## src/sv/mdp_pkg.sv

```systemverilog
// Package with the character codes, parse phases, queue sizing and command word type.
`default_nettype none
package mdp_pkg;

    localparam int MAX_DESC_LEN = 256;

    localparam int QDEPTH  = 4;
    localparam int QPTR_W  = $clog2(QDEPTH);
    localparam int QCNT_W  = $clog2(QDEPTH + 1);

    localparam logic [7:0] CH_LPAREN = 8'h28;
    localparam logic [7:0] CH_RPAREN = 8'h29;
    localparam logic [7:0] CH_SEMI   = 8'h3B;
    localparam logic [7:0] CH_LBRACK = 8'h5B;
    localparam logic [7:0] CH_L      = 8'h4C;
    localparam logic [7:0] CH_V      = 8'h56;
    localparam logic [7:0] CH_D      = 8'h44;
    localparam logic [7:0] CH_J      = 8'h4A;
    localparam logic [7:0] CH_B      = 8'h42;
    localparam logic [7:0] CH_C      = 8'h43;
    localparam logic [7:0] CH_I      = 8'h49;
    localparam logic [7:0] CH_S      = 8'h53;
    localparam logic [7:0] CH_Z      = 8'h5A;
    localparam logic [7:0] CH_F      = 8'h46;

    localparam logic [2:0] PH_OPEN  = 3'd0;
    localparam logic [2:0] PH_ARGS  = 3'd1;
    localparam logic [2:0] PH_ARRAY = 3'd2;
    localparam logic [2:0] PH_REF   = 3'd3;
    localparam logic [2:0] PH_RET   = 3'd4;
    localparam logic [2:0] PH_DONE  = 3'd5;
    localparam logic [2:0] PH_ERR   = 3'd6;

    localparam logic [1:0] CMD_ARG = 2'd0;
    localparam logic [1:0] CMD_RET = 2'd1;
    localparam logic [1:0] CMD_ERR = 2'd2;

    typedef struct packed {
        logic [1:0] kind;
        logic [7:0] arg_index;
        logic [7:0] begin_pos;
        logic [7:0] end_pos;
        logic [1:0] slot_count;
        logic       is_primitive;
        logic       end_from_len;
        logic [8:0] desc_length;
    } t_cmd;

    function automatic logic is_prim_code(input logic [7:0] c);
        return (c == CH_B) || (c == CH_C) || (c == CH_I) || (c == CH_S) ||
               (c == CH_Z) || (c == CH_F) || (c == CH_D) || (c == CH_J);
    endfunction

    function automatic logic [1:0] prim_slots(input logic [7:0] c);
        return ((c == CH_D) || (c == CH_J)) ? 2'd2 : 2'd1;
    endfunction

endpackage
`default_nettype wire

```

## src/sv/mdp_ifs.sv

```systemverilog
// Handshake interfaces for the character input and the result output channels.
`default_nettype none
interface mdp_in_if;
    logic       valid;
    logic       ready;
    logic       start_req;
    logic [7:0] desc_char;
    logic [8:0] desc_length;

    modport source (output valid, start_req, desc_char, desc_length, input ready);
    modport sink   (input valid, start_req, desc_char, desc_length, output ready);
endinterface

interface mdp_out_if;
    logic       valid;
    logic       ready;
    logic [7:0] arg_index;
    logic       is_return;
    logic [7:0] begin_pos;
    logic [7:0] end_pos;
    logic [1:0] slot_count;
    logic       is_primitive;
    logic       parse_error;

    modport source (output valid, arg_index, is_return, begin_pos, end_pos, slot_count,
                    is_primitive, parse_error, input ready);
    modport sink   (input valid, arg_index, is_return, begin_pos, end_pos, slot_count,
                    is_primitive, parse_error, output ready);
endinterface
`default_nettype wire

```

## src/sv/method_descriptor_parser_unit.sv

```systemverilog
// Top level of the JVM method descriptor parser: front end, command queue and back end.
//
// Usage: descriptor characters arrive one word per cycle on the input channel while
// ready is high, the first character of each descriptor marked by start_req together
// with the descriptor length. The output channel carries one word per complete argument
// type, one for the return type, or a single error word for a malformed descriptor; after
// the return type or an error, characters are taken and dropped until the next start_req.
// A character that completes a type has its command word written into the queue when
// it is accepted; the back end moves the word from the queue into its output register
// when that register is empty or its word is being taken.
// Throughput: one character per cycle while the command queue is not full, set by the
// parse state update in the front end.
// The four-entry command queue lets the front end keep taking characters while the
// receiver stalls; input ready drops only when the queue is full, and output words are
// held stable until taken.
// Reset (i_rst_n low at a clock edge) clears the parse state, empties the queue and
// drops output valid.
`default_nettype none
module method_descriptor_parser_unit
    import mdp_pkg::*;
(
    input  wire logic  i_clk,
    input  wire logic  i_rst_n,
    mdp_in_if.sink     i_in,
    mdp_out_if.source  o_out
);

    logic q_ready, push, q_valid, pop;
    t_cmd front_cmd, head_cmd;

    mdp_front u_front (
        .i_clk     (i_clk),
        .i_rst_n   (i_rst_n),
        .i_in      (i_in),
        .i_q_ready (q_ready),
        .o_push    (push),
        .o_cmd     (front_cmd)
    );

    mdp_queue u_queue (
        .i_clk   (i_clk),
        .i_rst_n (i_rst_n),
        .i_push  (push),
        .i_cmd   (front_cmd),
        .o_ready (q_ready),
        .i_pop   (pop),
        .o_valid (q_valid),
        .o_cmd   (head_cmd)
    );

    mdp_back u_back (
        .i_clk     (i_clk),
        .i_rst_n   (i_rst_n),
        .i_q_valid (q_valid),
        .i_cmd     (head_cmd),
        .o_pop     (pop),
        .o_out     (o_out)
    );

endmodule
`default_nettype wire

```

## src/sv/mdp_front.sv

```systemverilog
// Front end: accepts descriptor characters, runs the parse state and issues command words.
`default_nettype none
module mdp_front
    import mdp_pkg::*;
(
    input  wire logic  i_clk,
    input  wire logic  i_rst_n,
    mdp_in_if.sink     i_in,
    input  wire logic  i_q_ready,
    output logic       o_push,
    output t_cmd       o_cmd
);

    logic [2:0] r_phase, n_phase;
    logic [7:0] r_pos, r_ref_begin, n_ref_begin, r_arg_count, n_arg_count;
    logic [2:0] cur_phase;
    logic [7:0] cur_pos, cur_ref, cur_argc;
    logic       emit;
    logic       accept;
    logic [7:0] c;

    assign i_in.ready = i_q_ready;
    assign accept     = i_in.valid && i_in.ready;
    assign c          = i_in.desc_char;

    assign cur_phase = i_in.start_req ? PH_OPEN : r_phase;
    assign cur_pos   = i_in.start_req ? 8'd0 : r_pos;
    assign cur_ref   = i_in.start_req ? 8'd0 : r_ref_begin;
    assign cur_argc  = i_in.start_req ? 8'd0 : r_arg_count;

    always_comb begin
        n_phase     = cur_phase;
        n_ref_begin = cur_ref;
        n_arg_count = cur_argc;
        emit        = 1'b0;
        o_cmd       = '0;
        o_cmd.desc_length = i_in.desc_length;
        case (cur_phase)
            PH_OPEN: begin
                if (c == CH_LPAREN) begin
                    n_phase = PH_ARGS;
                end else begin
                    emit       = 1'b1;
                    o_cmd.kind = CMD_ERR;
                    n_phase    = PH_ERR;
                end
            end
            PH_ARGS: begin
                if (is_prim_code(c)) begin
                    emit               = 1'b1;
                    o_cmd.kind         = CMD_ARG;
                    o_cmd.arg_index    = cur_argc;
                    o_cmd.begin_pos    = cur_pos;
                    o_cmd.end_pos      = cur_pos;
                    o_cmd.slot_count   = prim_slots(c);
                    o_cmd.is_primitive = 1'b1;
                    n_arg_count        = cur_argc + 8'd1;
                end else if (c == CH_L) begin
                    n_ref_begin = cur_pos;
                    n_phase     = PH_REF;
                end else if (c == CH_LBRACK) begin
                    n_ref_begin = cur_pos;
                    n_phase     = PH_ARRAY;
                end else if (c == CH_RPAREN) begin
                    n_phase = PH_RET;
                end
            end
            PH_ARRAY: begin
                if (is_prim_code(c)) begin
                    emit             = 1'b1;
                    o_cmd.kind       = CMD_ARG;
                    o_cmd.arg_index  = cur_argc;
                    o_cmd.begin_pos  = cur_ref;
                    o_cmd.end_pos    = cur_pos;
                    o_cmd.slot_count = 2'd1;
                    n_arg_count      = cur_argc + 8'd1;
                    n_ref_begin      = 8'd0;
                    n_phase          = PH_ARGS;
                end else if (c == CH_L) begin
                    n_phase = PH_REF;
                end else if (c != CH_LBRACK) begin
                    emit       = 1'b1;
                    o_cmd.kind = CMD_ERR;
                    n_phase    = PH_ERR;
                end
            end
            PH_REF: begin
                if (c == CH_SEMI) begin
                    emit             = 1'b1;
                    o_cmd.kind       = CMD_ARG;
                    o_cmd.arg_index  = cur_argc;
                    o_cmd.begin_pos  = cur_ref;
                    o_cmd.end_pos    = cur_pos;
                    o_cmd.slot_count = 2'd1;
                    n_arg_count      = cur_argc + 8'd1;
                    n_ref_begin      = 8'd0;
                    n_phase          = PH_ARGS;
                end
            end
            PH_RET: begin
                emit = 1'b1;
                if (c == CH_V) begin
                    o_cmd.kind         = CMD_RET;
                    o_cmd.begin_pos    = cur_pos;
                    o_cmd.end_pos      = cur_pos;
                    o_cmd.is_primitive = 1'b1;
                    n_phase            = PH_DONE;
                end else if (is_prim_code(c)) begin
                    o_cmd.kind         = CMD_RET;
                    o_cmd.begin_pos    = cur_pos;
                    o_cmd.end_pos      = cur_pos;
                    o_cmd.slot_count   = prim_slots(c);
                    o_cmd.is_primitive = 1'b1;
                    n_phase            = PH_DONE;
                end else if ((c == CH_L) || (c == CH_LBRACK)) begin
                    o_cmd.kind         = CMD_RET;
                    o_cmd.begin_pos    = cur_pos;
                    o_cmd.slot_count   = 2'd1;
                    o_cmd.end_from_len = 1'b1;
                    n_phase            = PH_DONE;
                end else begin
                    o_cmd.kind = CMD_ERR;
                    n_phase    = PH_ERR;
                end
            end
            default: begin
            end
        endcase
    end

    assign o_push = accept && emit;

    always_ff @(posedge i_clk) begin
        if (!i_rst_n) begin
            r_phase     <= PH_OPEN;
            r_pos       <= 8'd0;
            r_ref_begin <= 8'd0;
            r_arg_count <= 8'd0;
        end else if (accept) begin
            r_phase     <= n_phase;
            r_pos       <= cur_pos + 8'd1;
            r_ref_begin <= n_ref_begin;
            r_arg_count <= n_arg_count;
        end
    end

    a_err_enters_err_phase: assert property (@(posedge i_clk) disable iff (!i_rst_n)
        o_push && (o_cmd.kind == CMD_ERR) |=> (r_phase == PH_ERR))
        else $error("error word issued without entering the error phase");

    a_no_push_when_finished: assert property (@(posedge i_clk) disable iff (!i_rst_n)
        o_push && !i_in.start_req |-> (r_phase != PH_DONE) && (r_phase != PH_ERR))
        else $error("word issued after the descriptor had finished");

endmodule
`default_nettype wire

```

## src/sv/mdp_queue.sv

```systemverilog
// Short command queue between the parse front end and the result back end.
`default_nettype none
module mdp_queue
    import mdp_pkg::*;
(
    input  wire logic  i_clk,
    input  wire logic  i_rst_n,
    input  wire logic  i_push,
    input  wire t_cmd  i_cmd,
    output logic       o_ready,
    input  wire logic  i_pop,
    output logic       o_valid,
    output t_cmd       o_cmd
);

    t_cmd              r_mem [QDEPTH];
    logic [QPTR_W-1:0] r_wr, r_rd;
    logic [QCNT_W-1:0] r_count;
    logic              do_push, do_pop;

    assign o_ready = (r_count != QCNT_W'(QDEPTH));
    assign o_valid = (r_count != '0);
    assign o_cmd   = r_mem[r_rd];
    assign do_push = i_push && o_ready;
    assign do_pop  = i_pop && o_valid;

    always_ff @(posedge i_clk) begin
        if (do_push) begin
            r_mem[r_wr] <= i_cmd;
        end
    end

    always_ff @(posedge i_clk) begin
        if (!i_rst_n) begin
            r_wr    <= '0;
            r_rd    <= '0;
            r_count <= '0;
        end else begin
            if (do_push) begin
                r_wr <= r_wr + QPTR_W'(1);
            end
            if (do_pop) begin
                r_rd <= r_rd + QPTR_W'(1);
            end
            r_count <= r_count + QCNT_W'(do_push) - QCNT_W'(do_pop);
        end
    end

    a_count_bounded: assert property (@(posedge i_clk) disable iff (!i_rst_n)
        r_count <= QCNT_W'(QDEPTH))
        else $error("queue count beyond depth");

    a_push_not_lost: assert property (@(posedge i_clk) disable iff (!i_rst_n)
        i_push |-> o_ready)
        else $error("word pushed into a full queue");

endmodule
`default_nettype wire

```

## src/sv/mdp_back.sv

```systemverilog
// Back end: turns command words into result words and holds them in the output register.
`default_nettype none
module mdp_back
    import mdp_pkg::*;
(
    input  wire logic  i_clk,
    input  wire logic  i_rst_n,
    input  wire logic  i_q_valid,
    input  wire t_cmd  i_cmd,
    output logic       o_pop,
    mdp_out_if.source  o_out
);

    logic       r_valid;
    logic [7:0] r_arg_index, r_begin_pos, r_end_pos;
    logic       r_is_return, r_is_primitive, r_parse_error;
    logic [1:0] r_slot_count;
    logic [8:0] clamped;
    logic [7:0] len_end;
    logic       is_err;

    assign o_pop = i_q_valid && (!r_valid || o_out.ready);

    assign clamped = (32'(i_cmd.desc_length) > 32'(MAX_DESC_LEN)) ?
                     9'(MAX_DESC_LEN) : i_cmd.desc_length;
    assign len_end = (clamped == 9'd0) ? 8'd0 : 8'(clamped - 9'd1);
    assign is_err  = (i_cmd.kind == CMD_ERR);

    always_ff @(posedge i_clk) begin
        if (o_pop) begin
            r_arg_index    <= is_err ? 8'd0 : i_cmd.arg_index;
            r_is_return    <= (i_cmd.kind == CMD_RET);
            r_begin_pos    <= is_err ? 8'd0 : i_cmd.begin_pos;
            r_end_pos      <= is_err ? 8'd0 :
                              (i_cmd.end_from_len ? len_end : i_cmd.end_pos);
            r_slot_count   <= is_err ? 2'd0 : i_cmd.slot_count;
            r_is_primitive <= is_err ? 1'b0 : i_cmd.is_primitive;
            r_parse_error  <= is_err;
        end
    end

    always_ff @(posedge i_clk) begin
        if (!i_rst_n) begin
            r_valid <= 1'b0;
        end else if (o_pop) begin
            r_valid <= 1'b1;
        end else if (o_out.ready) begin
            r_valid <= 1'b0;
        end
    end

    assign o_out.valid        = r_valid;
    assign o_out.arg_index    = r_arg_index;
    assign o_out.is_return    = r_is_return;
    assign o_out.begin_pos    = r_begin_pos;
    assign o_out.end_pos      = r_end_pos;
    assign o_out.slot_count   = r_slot_count;
    assign o_out.is_primitive = r_is_primitive;
    assign o_out.parse_error  = r_parse_error;

    a_error_fields_clear: assert property (@(posedge i_clk) disable iff (!i_rst_n)
        r_valid && r_parse_error |-> (r_arg_index == 8'd0) && !r_is_return &&
            (r_begin_pos == 8'd0) && (r_end_pos == 8'd0) && (r_slot_count == 2'd0))
        else $error("error word carries nonzero fields");

endmodule
`default_nettype wire

```

## src/flat_wrapper.sv

```systemverilog
// flat-port wrapper written by rule: the top's interface ports become plain ports
module method_descriptor_parser_unit_flat import mdp_pkg::*;
  (i_clk, i_rst_n, i_in_valid, i_in_start_req, i_in_desc_char, i_in_desc_length, i_in_ready, o_out_valid, o_out_arg_index, o_out_is_return, o_out_begin_pos, o_out_end_pos, o_out_slot_count, o_out_is_primitive, o_out_parse_error, o_out_ready);
  mdp_in_if i_in_i ();
  mdp_out_if o_out_i ();
  input  wire logic i_clk;
  input  wire logic i_rst_n;
  input wire logic [$bits(i_in_i.valid)-1:0] i_in_valid;
  input wire logic [$bits(i_in_i.start_req)-1:0] i_in_start_req;
  input wire logic [$bits(i_in_i.desc_char)-1:0] i_in_desc_char;
  input wire logic [$bits(i_in_i.desc_length)-1:0] i_in_desc_length;
  output wire logic [$bits(i_in_i.ready)-1:0] i_in_ready;
  output wire logic [$bits(o_out_i.valid)-1:0] o_out_valid;
  output wire logic [$bits(o_out_i.arg_index)-1:0] o_out_arg_index;
  output wire logic [$bits(o_out_i.is_return)-1:0] o_out_is_return;
  output wire logic [$bits(o_out_i.begin_pos)-1:0] o_out_begin_pos;
  output wire logic [$bits(o_out_i.end_pos)-1:0] o_out_end_pos;
  output wire logic [$bits(o_out_i.slot_count)-1:0] o_out_slot_count;
  output wire logic [$bits(o_out_i.is_primitive)-1:0] o_out_is_primitive;
  output wire logic [$bits(o_out_i.parse_error)-1:0] o_out_parse_error;
  input wire logic [$bits(o_out_i.ready)-1:0] o_out_ready;
  assign i_in_i.valid = i_in_valid;
  assign i_in_i.start_req = i_in_start_req;
  assign i_in_i.desc_char = i_in_desc_char;
  assign i_in_i.desc_length = i_in_desc_length;
  assign i_in_ready = i_in_i.ready;
  assign o_out_valid = o_out_i.valid;
  assign o_out_arg_index = o_out_i.arg_index;
  assign o_out_is_return = o_out_i.is_return;
  assign o_out_begin_pos = o_out_i.begin_pos;
  assign o_out_end_pos = o_out_i.end_pos;
  assign o_out_slot_count = o_out_i.slot_count;
  assign o_out_is_primitive = o_out_i.is_primitive;
  assign o_out_parse_error = o_out_i.parse_error;
  assign o_out_i.ready = o_out_ready;
  method_descriptor_parser_unit u_core (.i_clk(i_clk), .i_rst_n(i_rst_n), .i_in(i_in_i), .o_out(o_out_i));
endmodule
```

## config.mk

```make
export PLATFORM = sky130hd
export DESIGN_NAME = method_descriptor_parser_unit_flat
export DESIGN_NICKNAME = d
export VERILOG_FILES = /design/src/sv/mdp_pkg.sv /design/src/sv/mdp_ifs.sv /design/src/sv/method_descriptor_parser_unit.sv /design/src/sv/mdp_front.sv /design/src/sv/mdp_queue.sv /design/src/sv/mdp_back.sv /design/src/flat_wrapper.sv
export SDC_FILE = /design/constraint.sdc
export NUM_CORES = 1
export LEC_CHECK = 0
export BUFFER_PORTS_ARGS = -buffer_cell sky130_fd_sc_hd__buf_2
export CAP_MARGIN = 10
export CORE_UTILIZATION = 26
export CTS_BUF_LIST = sky130_fd_sc_hd__clkbuf_8
export DETAILED_ROUTE_END_ITERATION = 12
export PLACE_DENSITY = 0.45
export SLEW_MARGIN = 5
export SYNTH_ARGS = -nofsm -noshare
export SYNTH_HDL_FRONTEND = slang
export SYNTH_SLANG_ARGS = --single-unit
```

## constraint.sdc

```tcl
create_clock -name i_clk -period 5.1 [get_ports i_clk]
set_clock_uncertainty 0.1 [all_clocks]
set_input_delay 1.02 -clock i_clk [delete_from_list [all_inputs] [get_ports i_clk]]
set_output_delay 1.02 -clock i_clk [all_outputs]
set_load 0.03 [all_outputs]
```

==> results of run 1 <==
-- worst max-delay path, stage by stage --
cell and delay, ns:
buf_2 0.26, nor2_1 0.35, and3_1 0.33, nand4_1 0.22
a41oi_1 0.26, buf_4 0.18, inv_1 0.05, ha_1 0.27
inv_1 0.06, ha_1 0.13, inv_1 0.05, fa_1 0.39
xor2_1 0.17, xnor2_1 0.13, nor2_1 0.05
-- registers in the layout, summed over array words and instances, names as in the netlist, named ones only --
name,flops
u_core.u_back.o_out.is_return,1
u_core.u_queue.r_wr,2
u_core.u_queue.r_count,3
u_core.u_back.o_out.slot_count,2
u_core.u_back.o_out.parse_error,1
u_core.u_back.o_out.begin_pos,8
u_core.u_queue.r_mem,156
u_core.u_back.o_out.valid,1
u_core.u_front.r_ref_begin,8
u_core.u_back.o_out.is_primitive,1
u_core.u_back.o_out.arg_index,8
u_core.u_front.r_pos,8
u_core.u_front.r_phase,3
u_core.u_queue.r_rd,2
u_core.u_back.o_out.end_pos,8
u_core.u_front.r_arg_count,8
-- synthesized netlist by cell type (all sizes together), types with 3 or more instances --
library cell,n
o2111ai,3
ha,11
a31oi,9
dfxtp,37
buf,7
a211oi,4
or2,5
nor2b,35
nand4,6
nand3,11
mux2i,4
nor3b,4
nand2b,11
a32oi,3
or4,3
a22o,16
o22ai,4
inv,18
o211ai,4
o21ai,27
edfxtp,185
nand3b,4
nor3,9
nand2,35
xnor2,3
and3,7
a21oi,22
nor2,39
a31o,3
and2,21
or3,7
xor2,3
a22oi,4
mux4,38
clkbuf,29
a21o,3
o31ai,4
-- how the worst min path moves through the flow --
stage	end	slack (ns)
5_1_grt	u_core.u_front.r_ref_begin[4]	0.40
6_report	u_core.u_front.r_ref_begin[2]	0.38
4_1_cts	u_core.u_front.r_ref_begin[0]	0.38
3_3_place_gp	u_core.u_front.r_ref_begin[5]	0.35
2_1_floorplan	u_core.u_front.r_ref_begin[5]	0.34
3_5_place_dp	u_core.u_front.r_ref_begin[1]	0.36
-- through the flow --
stage	util	hold WS [ns]	setup WS [ns]	instance area (µm²)
after CTS	0.310	0.379	1.48	11100
after detailed placement	0.290	0.360	0.943	10400
after global placement	0.290	0.354	0.940	10400
final	0.310	0.379	1.44	11100
after global routing	0.310	0.399	1.23	11100
after floorplan	-	0.342	0.786	9540
-- logic make-up (layout without fill, tap and decap cells) --
kind of cell	Yosys count	count (layout)	synth area share
DFF	222	222	0.660
and+or+nand+nor	202	202	0.114
AOI/OAI and AO/OA	120	120	0.0855
buffers and inverters	54	153	0.0226
muxes	43	43	0.0962
adders and majority gates	12	12	0.0165
xor gates and xnor gates	6	6	0.00551
-- cell type report --
| type | instances | area share |
|---|---|---|
| clock buffers | 40 | 0.0496 |
| clock inverters | 32 | 0.0145 |
| inverters | 18 | 0.00609 |
| multi-input cells | 383 | 0.275 |
| flip-flops and latches | 222 | 0.568 |
| well taps | 461 | 0.0520 |
| repair buffers | 63 | 0.0354 |
-- layer usage --
| metal | up-vias | share of wire |
|---|---|---|
| li1 | 2703 | - |
| met1 | 2797 | 0.47 |
| met2 | 137 | 0.46 |
| met3 | 38 | 0.044 |
| met4 | 0 | 0.022 |
| met5 | - | 0 |
-- power breakdown --
part           internal [mW]  switching (mW)  total [mW]
Combinational          0.603           0.980        1.58
Clock                  0.781           0.703        1.48
Sequential              2.35           0.126        2.48
==> results.json, run 1 <==
{
  "hold_buffers": 0,
  "syn_nets": 693,
  "postCtsSetupBuffers": 0,
  "finalSetupViolCount": 0,
  "synth_area_leaders": "edfxtp_1 (58%), mux4_2 (8.3%), dfxtp_1 (7.8%)",
  "first_iter_violations": 395,
  "layout_common_cells": "edfxtp_1 (185), buf_2 (52), clkbuf_8 (40)",
  "gr-usage-met1": 0.157,
  "portBuffers": 52,
  "dp_hpwl_mm": 13.3,
  "period_share": 0.717,
  "dpl.cell_count": 1147,
  "r2r_start": "u_core.u_front.r_phase[2]",
  "r2r_end": "u_core.u_queue.r_count[2]",
  "drt_wl_total_mm": 21.2,
  "required_ns": 5.38,
  "grt_pass1_wl_mm": 33.8,
  "rows": 69,
  "start_util": 0.266,
  "grt_max_degree": 40,
  "area_growth_pct": 16.3,
  "multi_input_area_mm2": 0.00305,
  "yosysWarnings": 0,
  "min_delay_path_depth": 1,
  "drv_cap": 0,
  "crit_path_end_kind": "register",
  "final_cell_count_no_fill": 1219,
  "dieHeight_um": 194,
  "max_freq_ghz": 0.274,
  "pin_count": 53,
  "viasPerCell": 4.66,
  "critPathKind": "in -> reg",
  "grt_busiest_layer": "met2",
  "ir_drop_mv": 0.149,
  "antenna_found_initial": 0,
  "vias": 5675,
  "core_mm2": 0.0358,
  "async_flop_share": 0,
  "clkLatencyLatePin_ns": 0.52,
  "drive_gt1_frac": 0.219,
  "syn-instance-count": 659,
  "critPathCapture": "u_core.u_queue.r_count[2]",
  "nets": 761,
  "p_leak_nw": 3.72,
  "cts_buffers": 39,
  "avgSynthCellArea_um2": 14.5,
  "drc": 0,
  "grt_pass1_vias": 5842,
  "grt_usage": 0.115,
  "syn_area_mm2": 0.00954,
  "r2r_slack_ns": 1.87,
  "rr_worst_depth": 14,
  "synth_top_cell_by_area": "edfxtp_1",
  "wl_per_cell_um": 17.4,
  "slew_violations": 0,
  "clock_sink_count": 222,
  "status": "complete, no violations",
  "maxSlewHeadroom": 0.230,
  "die-area_mm2": 0.0375,
  "use_met2": 0.181,
  "synth_seq_cells": 222,
  "die-width_um": 194,
  "synth-edff-count": 185,
  "synth_flop_cell": "edfxtp_1",
  "final_antenna_net_count": 0,
  "final_hold_viol_count": 0,
  "worstMarginPinSlew_ns": 1.15,
  "synth_cell_types": 60,
  "root_buffer": "clkbuf_8",
  "grt_overflow": 0,
  "grt_use_met3": 0.0241,
  "cts_resized": 0,
  "clockBufferDepth": 3,
  "cp.arrival_ns": 3.93,
  "mostFrequentLayoutCell": "edfxtp_1",
  "clk_pin_slew_ns": 0.06,
  "rsz0062_at_grt": "false",
  "tritoncts": "yes",
  "synth_top_area_frac": 0.582,
  "hold_class": "reg -> reg",
  "fin_crit_ns": 3.66,
  "crit_start": "i_in_start_req",
  "regArea_mm2": 0.00630,
  "cts_max_level": 2,
  "gp_congestion": 0.832,
  "fin_tns_setup_ns": 0,
  "fillCellCount": 3539,
  "n_antenna_cell": 0,
  "worstSetupStartpointType": "primary input",
  "worstPathMaxFanout": 27,
  "firstDrtPassIters": 5,
  "yosysSeqAreaShare": 0.660,
  "power.density_mw_per_mm2": 499,
  "power_mw": 5.54,
  "hp-start": "u_core.u_front.r_ref_begin[2]"
}
Power figures use the tool's default switching activity.
==> run 2: changes to the inputs <==
Clock period 5.1 ns to 3.5 ns, I/O delays scaled along.
==> run 2 against run 1 <==
Final area increased by 1.4%; global-route usage down 0.12 points; sequential power rose by 45%; combinational power grew 47%; die area unchanged; first-iteration DRC count up 3.5%; critical endpoint is now u_core.u_back.o_out.end_pos[7].
==> results.json, run 2 (synthesis results as in run 1) <==
{
  "rr_worst_depth": 5,
  "firstDrtPassIters": 5,
  "final_cell_count_no_fill": 1233,
  "tritoncts": "yes",
  "drv_cap": 0,
  "cts_buffers": 37,
  "wl_per_cell_um": 17.3,
  "cp.arrival_ns": 3.16,
  "ir_drop_mv": 0.246,
  "largest_register_ffs": 156,
  "hold_class": "in -> reg",
  "finalSetupViolCount": 0,
  "core_mm2": 0.0358,
  "final_core_util": 0.314,
  "clkLatencyLatePin_ns": 0.51,
  "final_antenna_net_count": 0,
  "path_buf_inv": 0,
  "start_util": 0.266,
  "antenna_found_initial": 0,
  "dpl.cell_count": 1168,
  "postCtsSetupBuffers": 0,
  "gp_congestion": 0.806,
  "mostFrequentLayoutCell": "edfxtp_1",
  "dieHeight_um": 194,
  "critPathKind": "reg -> reg",
  "period_share": 0.861,
  "first_iter_violations": 409,
  "required_ns": 3.65,
  "viasPerCell": 4.66,
  "hold_buffers": 0,
  "grt_pass1_vias": 5712,
  "whs_ns": 0.305,
  "clock_sink_count": 222,
  "critPathCapture": "u_core.u_back.o_out.end_pos[7]",
  "r2r_slack_ns": 0.49,
  "path_cells": "mux4_1 > or4_4 > or3_1 > a2111oi_0 > a211oi_1",
  "top_register": "u_core.u_queue.r_mem",
  "slew_violations": 0,
  "power.density_mw_per_mm2": 727,
  "die-area_mm2": 0.0375,
  "max_freq_ghz": 0.332,
  "layout_common_cells": "edfxtp_1 (185), buf_2 (52), clkbuf_8 (40)",
  "cp_top_family": "simple AND/OR/NAND/NOR gates",
  "cp.depth": 5,
  "grt_overflow": 0,
  "slowest_stage": "mux4_1",
  "portBuffers": 52,
  "nets": 780,
  "cts_max_level": 2,
  "fin_tns_setup_ns": 0,
  "drc": 0,
  "root_buffer": "clkbuf_8",
  "min_delay_path_depth": 1,
  "grt_pass1_wl_mm": 33.2,
  "n_antenna_cell": 0,
  "rows": 69,
  "grt_usage": 0.114,
  "maxSlewHeadroom": 0.233,
  "final_hold_viol_count": 0,
  "vias": 5750,
  "drt_wl_total_mm": 21.3,
  "status": "complete, no violations",
  "rsz0062_at_grt": "false",
  "p_leak_nw": 3.85,
  "dp_hpwl_mm": 13.4,
  "worstSetupStartpointType": "register",
  "slowest_delay_ns": 0.66,
  "area_growth_pct": 18.0,
  "worstPathMaxFanout": 9,
  "clk_pin_slew_ns": 0.06,
  "worstMarginPinSlew_ns": 1.14,
  "clockBufferDepth": 3,
  "fillCellCount": 3543,
  "power_mw": 8.19,
  "fin_crit_ns": 3.01,
  "drive_gt1_frac": 0.244,
  "die-width_um": 194,
  "pin_count": 53,
  "cts_resized": 0,
  "r2r_end": "u_core.u_back.o_out.end_pos[7]",
  "grt_max_degree": 40,
  "crit_path_end_kind": "register"
}
-- run 2: area by class of cell --
cell class | instances | area (µm²) | area share
Sequential cell | 222 | 6300 | 0.560
Clock inverter | 25 | 176 | 0.0157
Timing Repair Buffer | 84 | 526 | 0.0467
Tap cell | 461 | 577 | 0.0512
Inverter | 18 | 67.6 | 0.00600
Multi-Input combinational cell | 383 | 3060 | 0.272
Clock buffer | 40 | 551 | 0.0489
-- run 2: per-stage QoR --
step,instance area [µm²],setup WS (ns)
2_1_floorplan,9560,0.00625
3_3_place_gp,10500,0.113
3_5_place_dp,10500,0.113
4_1_cts,11300,0.450
5_1_grt,11300,0.246
6_report,11300,0.488
-- run 2: worst min-delay path by stage --
stage                                  start                       endpoint
5_1_grt                  i_in_desc_length[1]     u_core.u_queue.r_mem[0][1]
4_1_cts                  i_in_desc_length[1]     u_core.u_queue.r_mem[0][1]
3_5_place_dp   u_core.u_front.r_ref_begin[4]  u_core.u_front.r_ref_begin[4]
3_3_place_gp   u_core.u_front.r_ref_begin[5]  u_core.u_front.r_ref_begin[5]
6_report                 i_in_desc_length[3]     u_core.u_queue.r_mem[3][3]
2_1_floorplan  u_core.u_front.r_ref_begin[5]  u_core.u_front.r_ref_begin[5]
-- run 2: where the power goes --
part,switching [mW],internal (mW)
sequential,0.173,3.42
combinational,1.44,0.886
clock,0.998,1.27
-- run 2: metal layers --
metal,vias up,part of all wire,GRT usage
li1,2726,-,-
met1,2848,0.47,0.156
met2,143,0.47,0.178
met3,33,0.041,0.0241
met4,0,0.019,0.0385
met5,-,0,0
==> run 3: changes to the inputs <==
Settings changed: BUFFER_PORTS_ARGS -buffer_cell sky130_fd_sc_hd__buf_2 to -buffer_cell sky130_fd_sc_hd__buf_4.
==> run 3 against run 2 <==
Final area increased by 1.0%; die area is the same; worst setup slack lost 0.023 ns; critical path depth rose by 1; clock-buffer cell count up 2; clock power fell by 4%; via count fell by 0.26%.
==> results.json, run 3 (synthesis results as in run 1) <==
{
  "status": "complete, no violations",
  "clock_sink_count": 222,
  "drive_gt1_frac": 0.241,
  "rows": 69,
  "crit_path_end_kind": "register",
  "clkLatencyLatePin_ns": 0.51,
  "postCtsSetupBuffers": 0,
  "placed_area_mm2": 0.0107,
  "final_hold_viol_count": 0,
  "fin_crit_ns": 3.04,
  "final_cell_count_no_fill": 1236,
  "die-width_um": 194,
  "grt_usage": 0.115,
  "worstSetupStartpointType": "register",
  "fillCellCount": 3570,
  "whs_ns": 0.294,
  "rsz0062_at_grt": "false",
  "clockBufferDepth": 3,
  "ir_drop_mv": 0.289,
  "period_share": 0.867,
  "viasPerCell": 4.64,
  "drv_cap": 0,
  "slew_violations": 0,
  "firstDrtPassIters": 4,
  "drc": 0,
  "worstPathMaxFanout": 7,
  "first_iter_violations": 267,
  "root_buffer": "clkbuf_8",
  "portBuffers": 52,
  "cts_max_level": 2,
  "p_leak_nw": 3.87,
  "layout_common_cells": "edfxtp_1 (185), buf_4 (79), clkbuf_8 (42)",
  "area_growth_pct": 19.2,
  "dieHeight_um": 194,
  "pin_count": 53,
  "power.density_mw_per_mm2": 725,
  "maxSlewHeadroom": 0.262,
  "grt_overflow": 0,
  "largest_register_ffs": 156,
  "dpl.cell_count": 1166,
  "max_freq_ghz": 0.329,
  "grt_pass1_vias": 5981,
  "drt_wl_total_mm": 21.2,
  "required_ns": 3.63,
  "wl_per_cell_um": 17.2,
  "clk_pin_slew_ns": 0.06,
  "top_register": "u_core.u_queue.r_mem",
  "cp.arrival_ns": 3.17,
  "fin_tns_setup_ns": 0,
  "regArea_mm2": 0.00630,
  "die-area_mm2": 0.0375,
  "n_antenna_cell": 0,
  "nets": 780,
  "worstMarginPinSlew_ns": 1.10,
  "hold_buffers": 0,
  "mostFrequentLayoutCell": "edfxtp_1",
  "final_antenna_net_count": 0,
  "final_core_util": 0.317,
  "cts_buffers": 39,
  "timing.final.ws_setup_ns": 0.465,
  "multi_input_area_mm2": 0.00306,
  "power_mw": 8.25,
  "start_util": 0.266,
  "antenna_found_initial": 0,
  "grt_max_degree": 40,
  "grt_pass1_wl_mm": 34.2,
  "finalInstanceArea_mm2": 0.0114,
  "critPathKind": "reg -> reg",
  "dp_hpwl_mm": 13.5,
  "core_mm2": 0.0358,
  "cts_resized": 0,
  "hold_class": "in -> reg",
  "vias": 5735,
  "finalSetupViolCount": 0,
  "dp_worst_setup_slack_ns": 0.0189,
  "gp_congestion": 0.814,
  "tritoncts": "yes"
}
[run 3: where the power goes]
group          internal, mW  switching (mW)
sequential             3.42           0.169
combinational          1.01            1.45
clock                  1.18            1.02
[run 3: worst max-delay path, stage by stage, from the launching register on]
cell       delay, ns
dfxtp_2         0.45
buf_4           0.23
mux4_2          0.57
or4_4           0.48
or3_1           0.41
a2111oi_0       0.43
a211oi_1        0.11
[run 3: per-layer routing]
metal,up-vias,track usage,share of wire
met5,-,0,0
met3,28,0.0216,0.036
li1,2724,-,-
met4,0,0.0394,0.018
met1,2878,0.159,0.48
met2,105,0.181,0.46
[run 3: final timing paths]
| check | cells after the start | start | end | slack [ns] |
|---|---|---|---|---|
| worst max-delay path | 6 | register | u_core.u_back.o_out.end_pos[7] | 0.46 |
| worst min-delay path | 1 | i_in_desc_length[3] | u_core.u_queue.r_mem[2][3] | 0.29 |
| worst max register to register | 6 | register | u_core.u_back.o_out.end_pos[7] | 0.46 |
| worst min register to register | 1 | u_core.u_front.r_ref_begin[7] | u_core.u_front.r_ref_begin[7] | 0.37 |
[run 3: area by class of cell]
type,instances,share of cell area
sequential,222,0.554
multi-input combinational,383,0.269
inverter,18,0.00594
timing repair buffer,82,0.0574
clock buffer,42,0.0508
clock inverter,28,0.0120
tap,461,0.0507
